--- src/rtl/usp_pkg.sv ---
// Shared constants and control/status types for the unique random pick shuffler.
`timescale 1ns / 1ps

package usp_pkg;

    localparam int TABLE_DEPTH = 256;
    localparam int IDX_W       = $clog2(TABLE_DEPTH);
    localparam int CNT_W       = $clog2(TABLE_DEPTH + 1);
    localparam int DATA_W      = 32;
    localparam int RND_W       = 31;
    localparam int PICKS_W     = 9;
    localparam int CFG_IDX_W   = 2;
    localparam int DIFF_W      = DATA_W + 1;
    localparam int DIV_STEPS   = RND_W;
    localparam int DIV_CW      = $clog2(DIV_STEPS);

    localparam logic [1:0] MODE_RESTART = 2'd0;
    localparam logic [1:0] MODE_STEP    = 2'd1;
    localparam logic [1:0] MODE_READ    = 2'd2;

    localparam logic [1:0] ST_OK      = 2'd0;
    localparam logic [1:0] ST_ORDER   = 2'd1;
    localparam logic [1:0] ST_SIZE    = 2'd2;
    localparam logic [1:0] ST_IGNORED = 2'd3;

    localparam logic [CFG_IDX_W-1:0] CFG_LOWER = 2'd0;
    localparam logic [CFG_IDX_W-1:0] CFG_UPPER = 2'd1;
    localparam logic [CFG_IDX_W-1:0] CFG_PICKS = 2'd2;

    typedef struct packed {
        logic       load_in;
        logic       clr_ready;
        logic       commit;
        logic       fill_wr;
        logic       set_ready;
        logic       div_start;
        logic       div_step;
        logic       rd_x;
        logic       rd_step;
        logic       rd_idx;
        logic       cap_a;
        logic       wr_step;
        logic       wr_x;
        logic       out_load;
        logic       out_zero;
        logic [1:0] out_status;
    } t_cmd;

    typedef struct packed {
        logic [1:0] mode;
        logic       ready;
        logic       step_ok;
        logic       read_ok;
        logic       order_bad;
        logic       size_bad;
        logic       fill_last;
        logic       div_last;
        logic       out_free;
    } t_stat;

endpackage

--- src/rtl/usp_ctrl.sv ---
// Sequencing state machine for the unique random pick shuffler.
`timescale 1ns / 1ps

module usp_ctrl
    import usp_pkg::*;
(
    input  logic  i_clk,
    input  logic  i_rst_n,
    input  logic  i_in_valid,
    output logic  o_in_stall,
    input  t_stat i_stat,
    output t_cmd  o_cmd
);

    localparam logic [3:0] S_IDLE = 4'd0;
    localparam logic [3:0] S_DEC  = 4'd1;
    localparam logic [3:0] S_CHK  = 4'd2;
    localparam logic [3:0] S_FILL = 4'd3;
    localparam logic [3:0] S_DIV  = 4'd4;
    localparam logic [3:0] S_SRDX = 4'd5;
    localparam logic [3:0] S_SRDS = 4'd6;
    localparam logic [3:0] S_SWRS = 4'd7;
    localparam logic [3:0] S_SWRX = 4'd8;
    localparam logic [3:0] S_RRD  = 4'd9;
    localparam logic [3:0] S_RCAP = 4'd10;
    localparam logic [3:0] S_RES  = 4'd11;

    logic [3:0] r_state, n_state;
    logic [1:0] r_code, n_code;
    logic       r_zero, n_zero;

    always_ff @(posedge i_clk) begin
        if (!i_rst_n) begin
            r_state <= S_IDLE;
            r_code  <= ST_OK;
            r_zero  <= 1'b1;
        end else begin
            r_state <= n_state;
            r_code  <= n_code;
            r_zero  <= n_zero;
        end
    end

    assign o_in_stall = (r_state != S_IDLE);

    always_comb begin
        n_state = r_state;
        n_code  = r_code;
        n_zero  = r_zero;
        o_cmd   = '0;
        o_cmd.out_status = r_code;
        o_cmd.out_zero   = r_zero;
        unique case (r_state)
            S_IDLE: begin
                if (i_in_valid) begin
                    o_cmd.load_in = 1'b1;
                    n_state = S_DEC;
                end
            end
            S_DEC: begin
                // Unless a branch below says otherwise the item is ignored.
                n_code  = ST_IGNORED;
                n_zero  = 1'b1;
                n_state = S_RES;
                case (i_stat.mode)
                    MODE_RESTART: begin
                        n_state = S_CHK;
                    end
                    MODE_STEP: begin
                        if (i_stat.ready && i_stat.step_ok) begin
                            o_cmd.div_start = 1'b1;
                            n_state = S_DIV;
                        end
                    end
                    MODE_READ: begin
                        if (i_stat.ready && i_stat.read_ok) begin
                            n_state = S_RRD;
                        end
                    end
                    default: begin
                        n_state = S_RES;
                    end
                endcase
            end
            S_CHK: begin
                n_zero = 1'b1;
                if (i_stat.order_bad) begin
                    o_cmd.clr_ready = 1'b1;
                    n_code  = ST_ORDER;
                    n_state = S_RES;
                end else if (i_stat.size_bad) begin
                    o_cmd.clr_ready = 1'b1;
                    n_code  = ST_SIZE;
                    n_state = S_RES;
                end else begin
                    o_cmd.commit    = 1'b1;
                    o_cmd.clr_ready = 1'b1;
                    n_state = S_FILL;
                end
            end
            S_FILL: begin
                o_cmd.fill_wr = 1'b1;
                if (i_stat.fill_last) begin
                    o_cmd.set_ready = 1'b1;
                    n_code  = ST_OK;
                    n_zero  = 1'b1;
                    n_state = S_RES;
                end
            end
            S_DIV: begin
                o_cmd.div_step = 1'b1;
                if (i_stat.div_last) begin
                    n_state = S_SRDX;
                end
            end
            S_SRDX: begin
                o_cmd.rd_x = 1'b1;
                n_state = S_SRDS;
            end
            S_SRDS: begin
                o_cmd.rd_step = 1'b1;
                o_cmd.cap_a   = 1'b1;
                n_state = S_SWRS;
            end
            S_SWRS: begin
                o_cmd.wr_step = 1'b1;
                n_state = S_SWRX;
            end
            S_SWRX: begin
                o_cmd.wr_x = 1'b1;
                n_code  = ST_OK;
                n_zero  = 1'b0;
                n_state = S_RES;
            end
            S_RRD: begin
                o_cmd.rd_idx = 1'b1;
                n_state = S_RCAP;
            end
            S_RCAP: begin
                o_cmd.cap_a = 1'b1;
                n_code  = ST_OK;
                n_zero  = 1'b0;
                n_state = S_RES;
            end
            S_RES: begin
                if (i_stat.out_free) begin
                    o_cmd.out_load = 1'b1;
                    n_state = S_IDLE;
                end
            end
            default: begin
                n_state = S_IDLE;
            end
        endcase
    end

endmodule

--- config.mk ---
export PLATFORM = sky130hd
export DESIGN_NAME = usp_ctrl
export DESIGN_NICKNAME = d
export VERILOG_FILES = /design/src/rtl/usp_pkg.sv /design/src/rtl/usp_ctrl.sv
export SDC_FILE = /design/constraint.sdc
export NUM_CORES = 1
export LEC_CHECK = 0
export ABC_AREA = 1
export BUFFER_PORTS_ARGS = -buffer_cell sky130_fd_sc_hd__buf_2
export CAP_MARGIN = 20
export CORE_MARGIN = 5
export CORE_UTILIZATION = 46
export DETAILED_ROUTE_END_ITERATION = 8
export PLACE_DENSITY = 0.8
export SYNTH_ARGS = -nofsm -noshare
export SYNTH_HDL_FRONTEND = slang
export SYNTH_SLANG_ARGS = --single-unit
--- constraint.sdc ---
create_clock -name i_clk -period 2.25 [get_ports i_clk]
set_input_delay 0.5625 -clock i_clk [delete_from_list [all_inputs] [get_ports i_clk]]
set_output_delay 0.5625 -clock i_clk [all_outputs]
set_load 0.01 [all_outputs]
==> Word level (Yosys, flattened, before mapping) <==
Cells that the tools add are included.
{ "word_totals": {"ff_bits": 7, "input_bits": 13, "out_inout_bits": 18, "elab_cells": 69} }
{ "op_classes": {"n_eq_ne": 18, "muxes": 35, "reduce_logical": 13} }
{ "ops": {"columns": ["op", "n"], "rows": [
  ["$pmux 4 s11", 1],
  ["$mux 4", 7],
  ["$mux 1", 18],
  ["$eq 4x3->1 const B", 4],
  ["$eq 4x4->1 const B", 4],
  ["$mux 2", 6],
  ["$pmux 4 s3", 1],
  ["$eq 4x2->1 const B", 2],
  ["$ne 2x2->1 const B", 4],
  ["$pmux 2 s4", 1],
  ["$reduce_bool 4->1", 2],
  ["$reduce_or 2->1", 3],
  ["$eq 4x1->1 const B", 1],
  ["$logic_not 4->1", 1],
  ["$reduce_and 4->1", 1],
  ["$ne 3x3->1 const B", 1],
  ["$pmux 1 s3", 1],
  ["$reduce_and 3->1", 1],
  ["$reduce_bool 3->1", 1],
  ["$eq 2x1->1 const B", 1],
  ["$eq 2x2->1 const B", 1],
  ["$logic_and 1x1->1", 2],
  ["$logic_not 2->1", 1],
  ["$reduce_and 2->1", 1]
]} }

==> Depth between registers and ports, before layout <==
Gate-level depths: netlist of the first run.
{ "logic_depth": {"depth_word": 4, "ltp_mapped": 9, "mapped_depth_nobuf": 9} }

==> Least setup slack after synthesis of the first run <==
No wires, ideal clock.
{ "synth_timing": {"path_type": "reg2out", "start": "reg r_state[3]", "end": "out o_cmd[3] in the netlist's numbering", "t_arrival_ps": 942, "required_ps": 1688, "setup_slack_ps": 745, "stages_incl_launch_ff": 5, "n_path_buf": 0, "path_cell_list": "dfxtp_1 -> inv_2 -> nor2_1 -> inv_1 -> nor3_1"} }
{ "synth_rtl": {"columns": ["item", "line_no", "text"], "rows": [
  ["from (decl)", "usp_ctrl.sv:28", "logic [3:0] r_state, n_state;"],
  ["from (signal assigned)", "usp_ctrl.sv:38", "r_state <= n_state;"],
  ["to (decl)", "usp_ctrl.sv:12", "output t_cmd o_cmd"]
]} }

==> tab_implementation.tex, run 1 <==
\begin{tabular}{lr}
\hline
Metric & Value \\
\hline
\multicolumn{2}{l}{\textbf{Finish}} \\
Final non-filler cell total & 166 \\
Utilization after layout & 62.5\% \\
Layout cell share with drive strength beyond 1 & 29.8\% \\
Number of filler cells placed in the layout & 142 \\
Post-route standard cell area excluding fillers & 813 um2 \\
P\&R area growth vs syn & 30.0\% \\
Most frequent cells in the layout & sky130\_fd\_sc\_hd\_\_nand2\_1, sky130\_fd\_sc\_hd\_\_buf\_2, sky130\_fd\_sc\_hd\_\_inv\_1 \\
Nets@finish & 165 \\
Leading cell type in the layout, fill and taps excluded & sky130\_fd\_sc\_hd\_\_nand2\_1 \\
Total inserted antenna cells & 0 \\
\multicolumn{2}{l}{\textbf{Logic synthesis}} \\
Number of warning messages in the yosys log & 0 \\
Post-synthesis cell count & 118 \\
Area of the mapped netlist & 626 um2 \\
Number of synthesized register bits & 7 \\
Number of nets in the synthesized netlist & 131 \\
Per-instance average area after synthesis & 5.30 um2 \\
Portion of the post-synthesis area used by sequential elements & 22.4\% \\
Number of distinct library cells after synthesis & 14 \\
Share of the synthesized area in the top cell type & 22.4\% \\
Biggest area contributors in the synthesized netlist & sky130\_fd\_sc\_hd\_\_dfxtp\_1, sky130\_fd\_sc\_hd\_\_nand2\_1, sky130\_fd\_sc\_hd\_\_inv\_1, sky130\_fd\_sc\_hd\_\_nor2\_1, sky130\_fd\_sc\_hd\_\_nand3\_1 \\
Cell taking the most area after synthesis & sky130\_fd\_sc\_hd\_\_dfxtp\_1 \\
\multicolumn{2}{l}{\textbf{Global routing}} \\
Number of antenna violations at the first check in global routing & 0 \\
Via count of the first global-routing pass & 643 \\
GRT Residual Overflow & 0 \\
Global routing usage summed across all routing layers & 15.4\% \\
Wire length of the first global-routing pass & 2.51 mm \\
Largest net degree at the start of global routing & 7 \\
\multicolumn{2}{l}{\textbf{Critical path}} \\
Reg-to-reg critical path endpoint & r\_code[1] \\
Delay contributed by the slowest stage of the critical path & 0.40 ns \\
Slowest-stage cell, CP & sky130\_fd\_sc\_hd\_\_dfxtp\_1 \\
Number of logic stages on the critical path including buffering & 5 \\
Setup slack on the worst flop-to-flop path & 0.94 ns \\
Kind of start point of the critical path & flip-flop \\
CP Data Arrival Time & 1.33 ns \\
Worst-path cell chain & inv\_2, nor2\_1, inv\_1, nor3\_1, buf\_2 \\
Critical path required time & 1.69 ns \\
Category of the worst setup path capture point & output pin \\
Worst R2R Path Depth & 8 \\
CP max FO & 4 \\
Crit path max-delay family & flip-flops \\
Worst flop-to-flop path startpoint & r\_state[0] \\
Worst path buffer plus inverter count & 3 \\
Startpoint-to-endpoint class of the critical path & reg -> out \\
\multicolumn{2}{l}{\textbf{Power and ir drop}} \\
Reg power frac & 23.4\% \\
Switching fraction of total power & 49.7\% \\
Leakage component of the power & 0.550 nW \\
Worst IR drop on VDD & 0.709 mV \\
Internal power contribution & 0.435 mW \\
Portion of total power attributed to the clock network & 12.9\% \\
Relative contribution of combinational cells to total power & 63.8\% \\
Psw & 0.429 mW \\
Total power of the final layout & 0.864 mW \\
Areal power density over the cells & 1060 mW/mm2 \\
\multicolumn{2}{l}{\textbf{Floorplanning}} \\
Initial core utilization & 48.1\% \\
DIE WIDTH & 46.9 um \\
Height of the chip & 46.9 um \\
Number of top-level design ports & 31 \\
Number of core rows & 13 \\
Placeable core region & 0.00130 mm2 \\
Die Footprint & 0.00220 mm2 \\
\multicolumn{2}{l}{\textbf{Place}} \\
Hpwl dp & 1.32 mm \\
Cell area reported after detailed placement & 787 um2 \\
I/O Buffers & 30 \\
Final weighted congestion of routability-driven global placement & 0.839 \\
Setup slack after placement & 0.599 ns \\
Total placed cells including tap cells & 162 \\
\multicolumn{2}{l}{\textbf{Timing}} \\
Max-slew violation total from the final report & 0 \\
Final Setup Violations & 0 \\
Final Hold Violating Endpoints & 0 \\
Final WS setup & 0.357 ns \\
RSZ-0062 raised after global routing & no \\
Post-route clock period utilization & 84.1\% \\
Largest clock skew in the final design & 0.000754 ns \\
Measured slew at the worst slew-check pin & 0.287 ns \\
Max frequency & 0.528 GHz \\
Max transition margin & 80.8\% \\
Final min period & 1.89 ns \\
Sum Neg Setup Slack & 0 ns \\
Final worst hold slack & 0.513 ns \\
\multicolumn{2}{l}{\textbf{Run}} \\
Max-Cap Viols & 0 \\
\multicolumn{2}{l}{\textbf{CTS}} \\
TritonCTS clock tree & yes \\
Deepest clock path buffer count & 2 \\
Postcts setup bufs & 0 \\
CTS H-tree lvls & 1 \\
Clk Tree Root Cell & sky130\_fd\_sc\_hd\_\_clkbuf\_4 \\
Clock input transition at the sequential cells of the worst setup and hold paths & 0.05 ns \\
Hold-fix buffers at CTS & 0 \\
Number of gates given a new drive strength after cts & 0 \\
Inserted Clock Buffers & 3 \\
Clk sinks & 7 \\
Later-pin clock latency in the skew report & 0.24 ns \\
\multicolumn{2}{l}{\textbf{Route}} \\
Initial detailed-routing violation count & 20 \\
Number of vias per cell after detailed routing & 4.51 \\
Total detailed-routing wirelength & 1.56 mm \\
Residual antenna-violating net count after detailed routing & 0 \\
Detailed-route DRC error count & 0 \\
Number of vias in the routed layout & 748 \\
Drt pass-1 iters & 4 \\
Routed WL per cell & 9.40 um \\
\multicolumn{2}{l}{\textbf{Hold path}} \\
Min-Delay Startpoint & r\_code[0] \\
Worst hold-check path type & reg -> reg \\
End point of the worst hold path & r\_code[0] \\
Instance count along the most critical hold path & 4 \\
\multicolumn{2}{l}{\textbf{Outcome}} \\
Status & finished clean \\
\hline
\end{tabular}
flip-flops by register name (all words and copies together) (netlist names):
register / cells
r_state: 4
r_zero: 1
r_code: 2
cells by family (layout without fill, tap and decap cells):
group / count (synthesis) / in the layout / synth area share, %
flip-flops: 7 / 7 / 22.4
AND/OR/NAND/NOR: 72 / 72 / 51.0
buffers and inverters: 29 / 62 / 18.0
AO/OA/AOI/OAI: 10 / 10 / 8.60
power groups by stage:
| stage | logic, mW | clock network [mW] | registers [mW] |
|---|---|---|---|
| 6_report | 0.551 | 0.111 | 0.202 |
| 5_1_grt | 0.623 | 0.129 | 0.208 |
| 3_5_place_dp | 0.551 | 0 | 0.203 |
| 4_1_cts | 0.554 | 0.115 | 0.200 |
| 2_1_floorplan | 0.414 | 0 | 0.203 |
| 3_3_place_gp | 0.543 | 0 | 0.201 |
Yosys cell counts:
library cell,count
sky130_fd_sc_hd__nor2_1,22
sky130_fd_sc_hd__inv_2,4
sky130_fd_sc_hd__nand2_1,34
sky130_fd_sc_hd__inv_1,24
sky130_fd_sc_hd__a21oi_2,1
sky130_fd_sc_hd__nor2_2,3
sky130_fd_sc_hd__nor3_1,1
sky130_fd_sc_hd__dfxtp_1,7
sky130_fd_sc_hd__buf_4,1
sky130_fd_sc_hd__o21ai_0,4
sky130_fd_sc_hd__nand2_4,3
sky130_fd_sc_hd__a21oi_1,5
sky130_fd_sc_hd__nor2_4,1
sky130_fd_sc_hd__nand3_1,8
worst max path at each step:
stage	slack (ns)	to	startpoint
after floorplan	0.75	o_cmd[3]	r_state[3]
after global routing	0.26	o_cmd[6]	r_state[3]
after detailed placement	0.60	o_cmd[11]	i_stat[8]
after global placement	0.62	o_cmd[11]	i_stat[8]
final	0.36	o_cmd[3]	r_state[3]
after CTS	0.36	o_cmd[3]	r_state[3]
layer usage:
metal  GRT usage, %  part of all wire (%)
met1           20.1                    43
met3           2.30                   9.4
met2           26.3                    48
met5              0                     0
met4           3.87                     0
area by class of cell:
class,count,area (um2),area share (%)
clock buffer,4,26.3,3.23
inverter,28,105,12.9
multi-input combinational,82,373,45.8
sequential,7,140,17.2
tap,15,18.8,2.31
timing repair buffer,30,150,18.5
tightest hold or removal path: cells and delay by family, from the launching register on:
kind	cells	cell delay [ns]
buffers and inverters	1	0.04
flip-flops	1	0.30
AND/OR/NAND/NOR	3	0.12
Note: power is estimated with default switching activity, not from simulation.
==> run 2, diff against run 1 <==
--- a/config.mk
+++ b/config.mk
@@ -9,9 +9,9 @@
 export BUFFER_PORTS_ARGS = -buffer_cell sky130_fd_sc_hd__buf_2
 export CAP_MARGIN = 20
 export CORE_MARGIN = 5
-export CORE_UTILIZATION = 46
+export CORE_UTILIZATION = 40
 export DETAILED_ROUTE_END_ITERATION = 8
-export PLACE_DENSITY = 0.8
+export PLACE_DENSITY = 0.74
 export SYNTH_ARGS = -nofsm -noshare
 export SYNTH_HDL_FRONTEND = slang
 export SYNTH_SLANG_ARGS = --single-unit
==> constraint.sdc (replaced) <==
create_clock -name i_clk -period 1.7 [get_ports i_clk]
set_input_delay 0.425 -clock i_clk [delete_from_list [all_inputs] [get_ports i_clk]]
set_output_delay 0.425 -clock i_clk [all_outputs]
set_load 0.01 [all_outputs]
==> run 2 against run 1 <==
  * Sequential share of layout area down 0.22 points
  * Wire length up 9.2%
  * Global-route usage down 0.67 points
  * Critical path depth up 1
  * Non-clock buffer count up 2
  * Clock skew up 0.0031 ns
  * Clock power up 32%
  * Core utilization down 4.7 points
  * Critical path type unchanged
  * Critical endpoint is now o_cmd[16]
  * Largest cell class unchanged
  * Largest power group unchanged
  * Highest routed layer is now met4
==> tab_implementation.tex, run 2 (synthesized netlist as in run 1, its figures left out) <==
\begin{tabular}{lr}
\hline
Metric & Value \\
\hline
\multicolumn{2}{l}{\textbf{Finish}} \\
Final non-filler cell total & 169 (+1.8\%) \\
Leading cell type in the layout, fill and taps excluded & sky130\_fd\_sc\_hd\_\_nand2\_1 \\
Flip-flop count of the largest register, all copies and words added & 4 (unchanged) \\
Largest regs & r\_state: 4 flops, r\_code: 2 flops, r\_zero: 1 flops \\
Footprint of the multi-input gates & 395 um2 (+6.0\%) \\
Most frequent cells in the layout & sky130\_fd\_sc\_hd\_\_nand2\_1, sky130\_fd\_sc\_hd\_\_buf\_2, sky130\_fd\_sc\_hd\_\_inv\_1 \\
Sequential cell area & 146 um2 (+4.5\%) \\
Nets@finish & 167 (+1.2\%) \\
Post-route standard cell area excluding fillers & 861 um2 (+5.8\%) \\
Total inserted antenna cells & 0 (unchanged) \\
P\&R area growth vs syn & 37.6\% \\
Layout cell share with drive strength beyond 1 & 36.6\% (+6.8 points) \\
Number of filler cells placed in the layout & 154 (+8.5\%) \\
Most flops, register & r\_state \\
\multicolumn{2}{l}{\textbf{Floorplanning}} \\
Number of core rows & 14 (+1) \\
DIE WIDTH & 49.5 um (+5.7\%) \\
Number of top-level design ports & 31 (unchanged) \\
Placeable core region & 0.00149 mm2 (+14\%) \\
Height of the chip & 49.5 um (+5.7\%) \\
Die Footprint & 0.00245 mm2 (+12\%) \\
Initial core utilization & 42.0\% (-6.1 points) \\
\multicolumn{2}{l}{\textbf{Route}} \\
Routed WL per cell & 10.1 um (+7.3\%) \\
Residual antenna-violating net count after detailed routing & 0 (unchanged) \\
Number of vias per cell after detailed routing & 4.62 (+2.4\%) \\
Initial detailed-routing violation count & 30 (+50\%) \\
Total detailed-routing wirelength & 1.71 mm (+9.2\%) \\
Number of vias in the routed layout & 780 (+4.3\%) \\
Detailed-route DRC error count & 0 (unchanged) \\
Drt pass-1 iters & 4 (unchanged) \\
\multicolumn{2}{l}{\textbf{Critical path}} \\
Category of the worst setup path capture point & output pin \\
CP Data Arrival Time & 1.21 ns (-0.12 ns) \\
Kind of start point of the critical path & flip-flop \\
Startpoint-to-endpoint class of the critical path & reg -> out \\
Critical path required time & 1.27 ns (-0.42 ns) \\
CP max FO & 4 (unchanged) \\
\multicolumn{2}{l}{\textbf{Timing}} \\
Largest clock skew in the final design & 0.00388 ns (+0.00313 ns) \\
Final min period & 1.64 ns \\
Post-route clock period utilization & 96.4\% \\
Final Hold Violating Endpoints & 0 (unchanged) \\
Max transition margin & 86.5\% (+5.7 points) \\
Max frequency & 0.610 GHz \\
RSZ-0062 raised after global routing & yes \\
Measured slew at the worst slew-check pin & 0.202 ns (-0.0850 ns) \\
Final Setup Violations & 0 (unchanged) \\
Sum Neg Setup Slack & 0 ns (unchanged) \\
Max-slew violation total from the final report & 0 (unchanged) \\
\multicolumn{2}{l}{\textbf{Global routing}} \\
Largest net degree at the start of global routing & 7 (unchanged) \\
Global routing usage summed across all routing layers & 14.7\% (-0.67 points) \\
GRT Residual Overflow & 0 (unchanged) \\
Number of antenna violations at the first check in global routing & 0 (unchanged) \\
Via count of the first global-routing pass & 759 (+18\%) \\
Wire length of the first global-routing pass & 2.95 mm (+17\%) \\
\multicolumn{2}{l}{\textbf{CTS}} \\
Clk sinks & 7 (unchanged) \\
CTS H-tree lvls & 1 (unchanged) \\
Hold-fix buffers at CTS & 0 (unchanged) \\
TritonCTS clock tree & yes \\
Later-pin clock latency in the skew report & 0.25 ns (about the same) \\
Clk Tree Root Cell & sky130\_fd\_sc\_hd\_\_clkbuf\_4 \\
Deepest clock path buffer count & 2 (unchanged) \\
Inserted Clock Buffers & 3 (unchanged) \\
Clock input transition at the sequential cells of the worst setup and hold paths & 0.05 ns (about the same) \\
\multicolumn{2}{l}{\textbf{Place}} \\
I/O Buffers & 30 (unchanged) \\
Hpwl dp & 1.39 mm (+5.5\%) \\
Total placed cells including tap cells & 163 (+0.62\%) \\
Final weighted congestion of routability-driven global placement & 0.955 (+14\%) \\
Cell area reported after detailed placement & 788 um2 (+0.16\%) \\
\multicolumn{2}{l}{\textbf{Outcome}} \\
Status & finished clean \\
\multicolumn{2}{l}{\textbf{Power and ir drop}} \\
Areal power density over the cells & 1440 mW/mm2 (+36\%) \\
Leakage component of the power & 0.564 nW (+2.6\%) \\
Worst IR drop on VDD & 0.659 mV (-7.0\%) \\
\multicolumn{2}{l}{\textbf{Hold path}} \\
Worst hold-check path type & in -> reg \\
\multicolumn{2}{l}{\textbf{Run}} \\
Max-Cap Viols & 0 (unchanged) \\
\hline
\end{tabular}
-- run 2: changes by cell type in the layout (fill, tap and decap cells not counted), moves of 2 or more --
cell,previous run,this run
sky130_fd_sc_hd__nand2_2,0,3
sky130_fd_sc_hd__buf_4,0,2
sky130_fd_sc_hd__nor2_4,1,3
sky130_fd_sc_hd__nand2_1,34,31
sky130_fd_sc_hd__nor2_1,22,20
sky130_fd_sc_hd__dfxtp_1,7,4
sky130_fd_sc_hd__dfxtp_2,0,2
-- run 2: layout make-up --
class / instances / share of cell area (%)
inverter: 28 / 12.5
tap: 16 / 2.33
clock buffer: 4 / 3.05
multi-input combinational: 82 / 45.9
sequential: 7 / 17.0
timing repair buffer: 32 / 19.2
-- run 2: final timing paths --
| kind | slack, ns | cells after the start | startpoint | to |
|---|---|---|---|---|
| worst max-delay path | 0.06 | 6 | r_state[1] | o_cmd[16] |
| worst min-delay path | 0.40 | 2 | i_rst_n | r_zero |
| worst max register to register | 0.40 | 9 | r_state[1] | r_code[0] |
| worst min register to register | 0.51 | 4 | r_code[1] | r_code[1] |
-- run 2: critical path, stage by stage, from the launching register on --
cell and delay [ns]:
sky130_fd_sc_hd__dfxtp_1 0.35, sky130_fd_sc_hd__inv_1 0.13, sky130_fd_sc_hd__nand2_2 0.10, sky130_fd_sc_hd__nor2_2 0.11
sky130_fd_sc_hd__inv_1 0.06, sky130_fd_sc_hd__nor2_1 0.08, sky130_fd_sc_hd__buf_2 0.14
-- run 2: metal layers --
metal | GRT usage [%] | wire [um] | vias to the layer above
li1 | - | - | 415
met1 | 17.8 | 755 | 330
met2 | 23.5 | 817 | 31
met3 | 3.31 | 117 | 4
met4 | 8.30 | 16 | 0
met5 | 0 | 0 | -
-- run 2: power by group --
| group | internal (mW) | switching [mW] | total, mW | leakage [nW] |
|---|---|---|---|---|
| Combinational | 0.305 | 0.507 | 0.813 | 0.490 |
| Sequential | 0.226 | 0.0529 | 0.279 | 0.0591 |
| Clock | 0.0893 | 0.0580 | 0.147 | 0.0150 |
-- run 2: what timing repair did --
action	CTS	global route
gates resized for setup	3	10
setup endpoints to repair	4	8
pin swaps	0	2
buffers inserted	0	2
-- run 2: per-stage QoR --
stage,hold WS (ns),worst slack [ns],utilization (%),total power [mW]
after floorplan,0.450,0.333,-,0.817
after global placement,0.475,0.211,52.9,0.991
after detailed placement,0.505,0.245,52.9,1.00
after CTS,0.389,0.0164,55.2,1.17
after global routing,0.403,-0.0361,57.8,1.39
final,0.397,0.0607,57.8,1.24
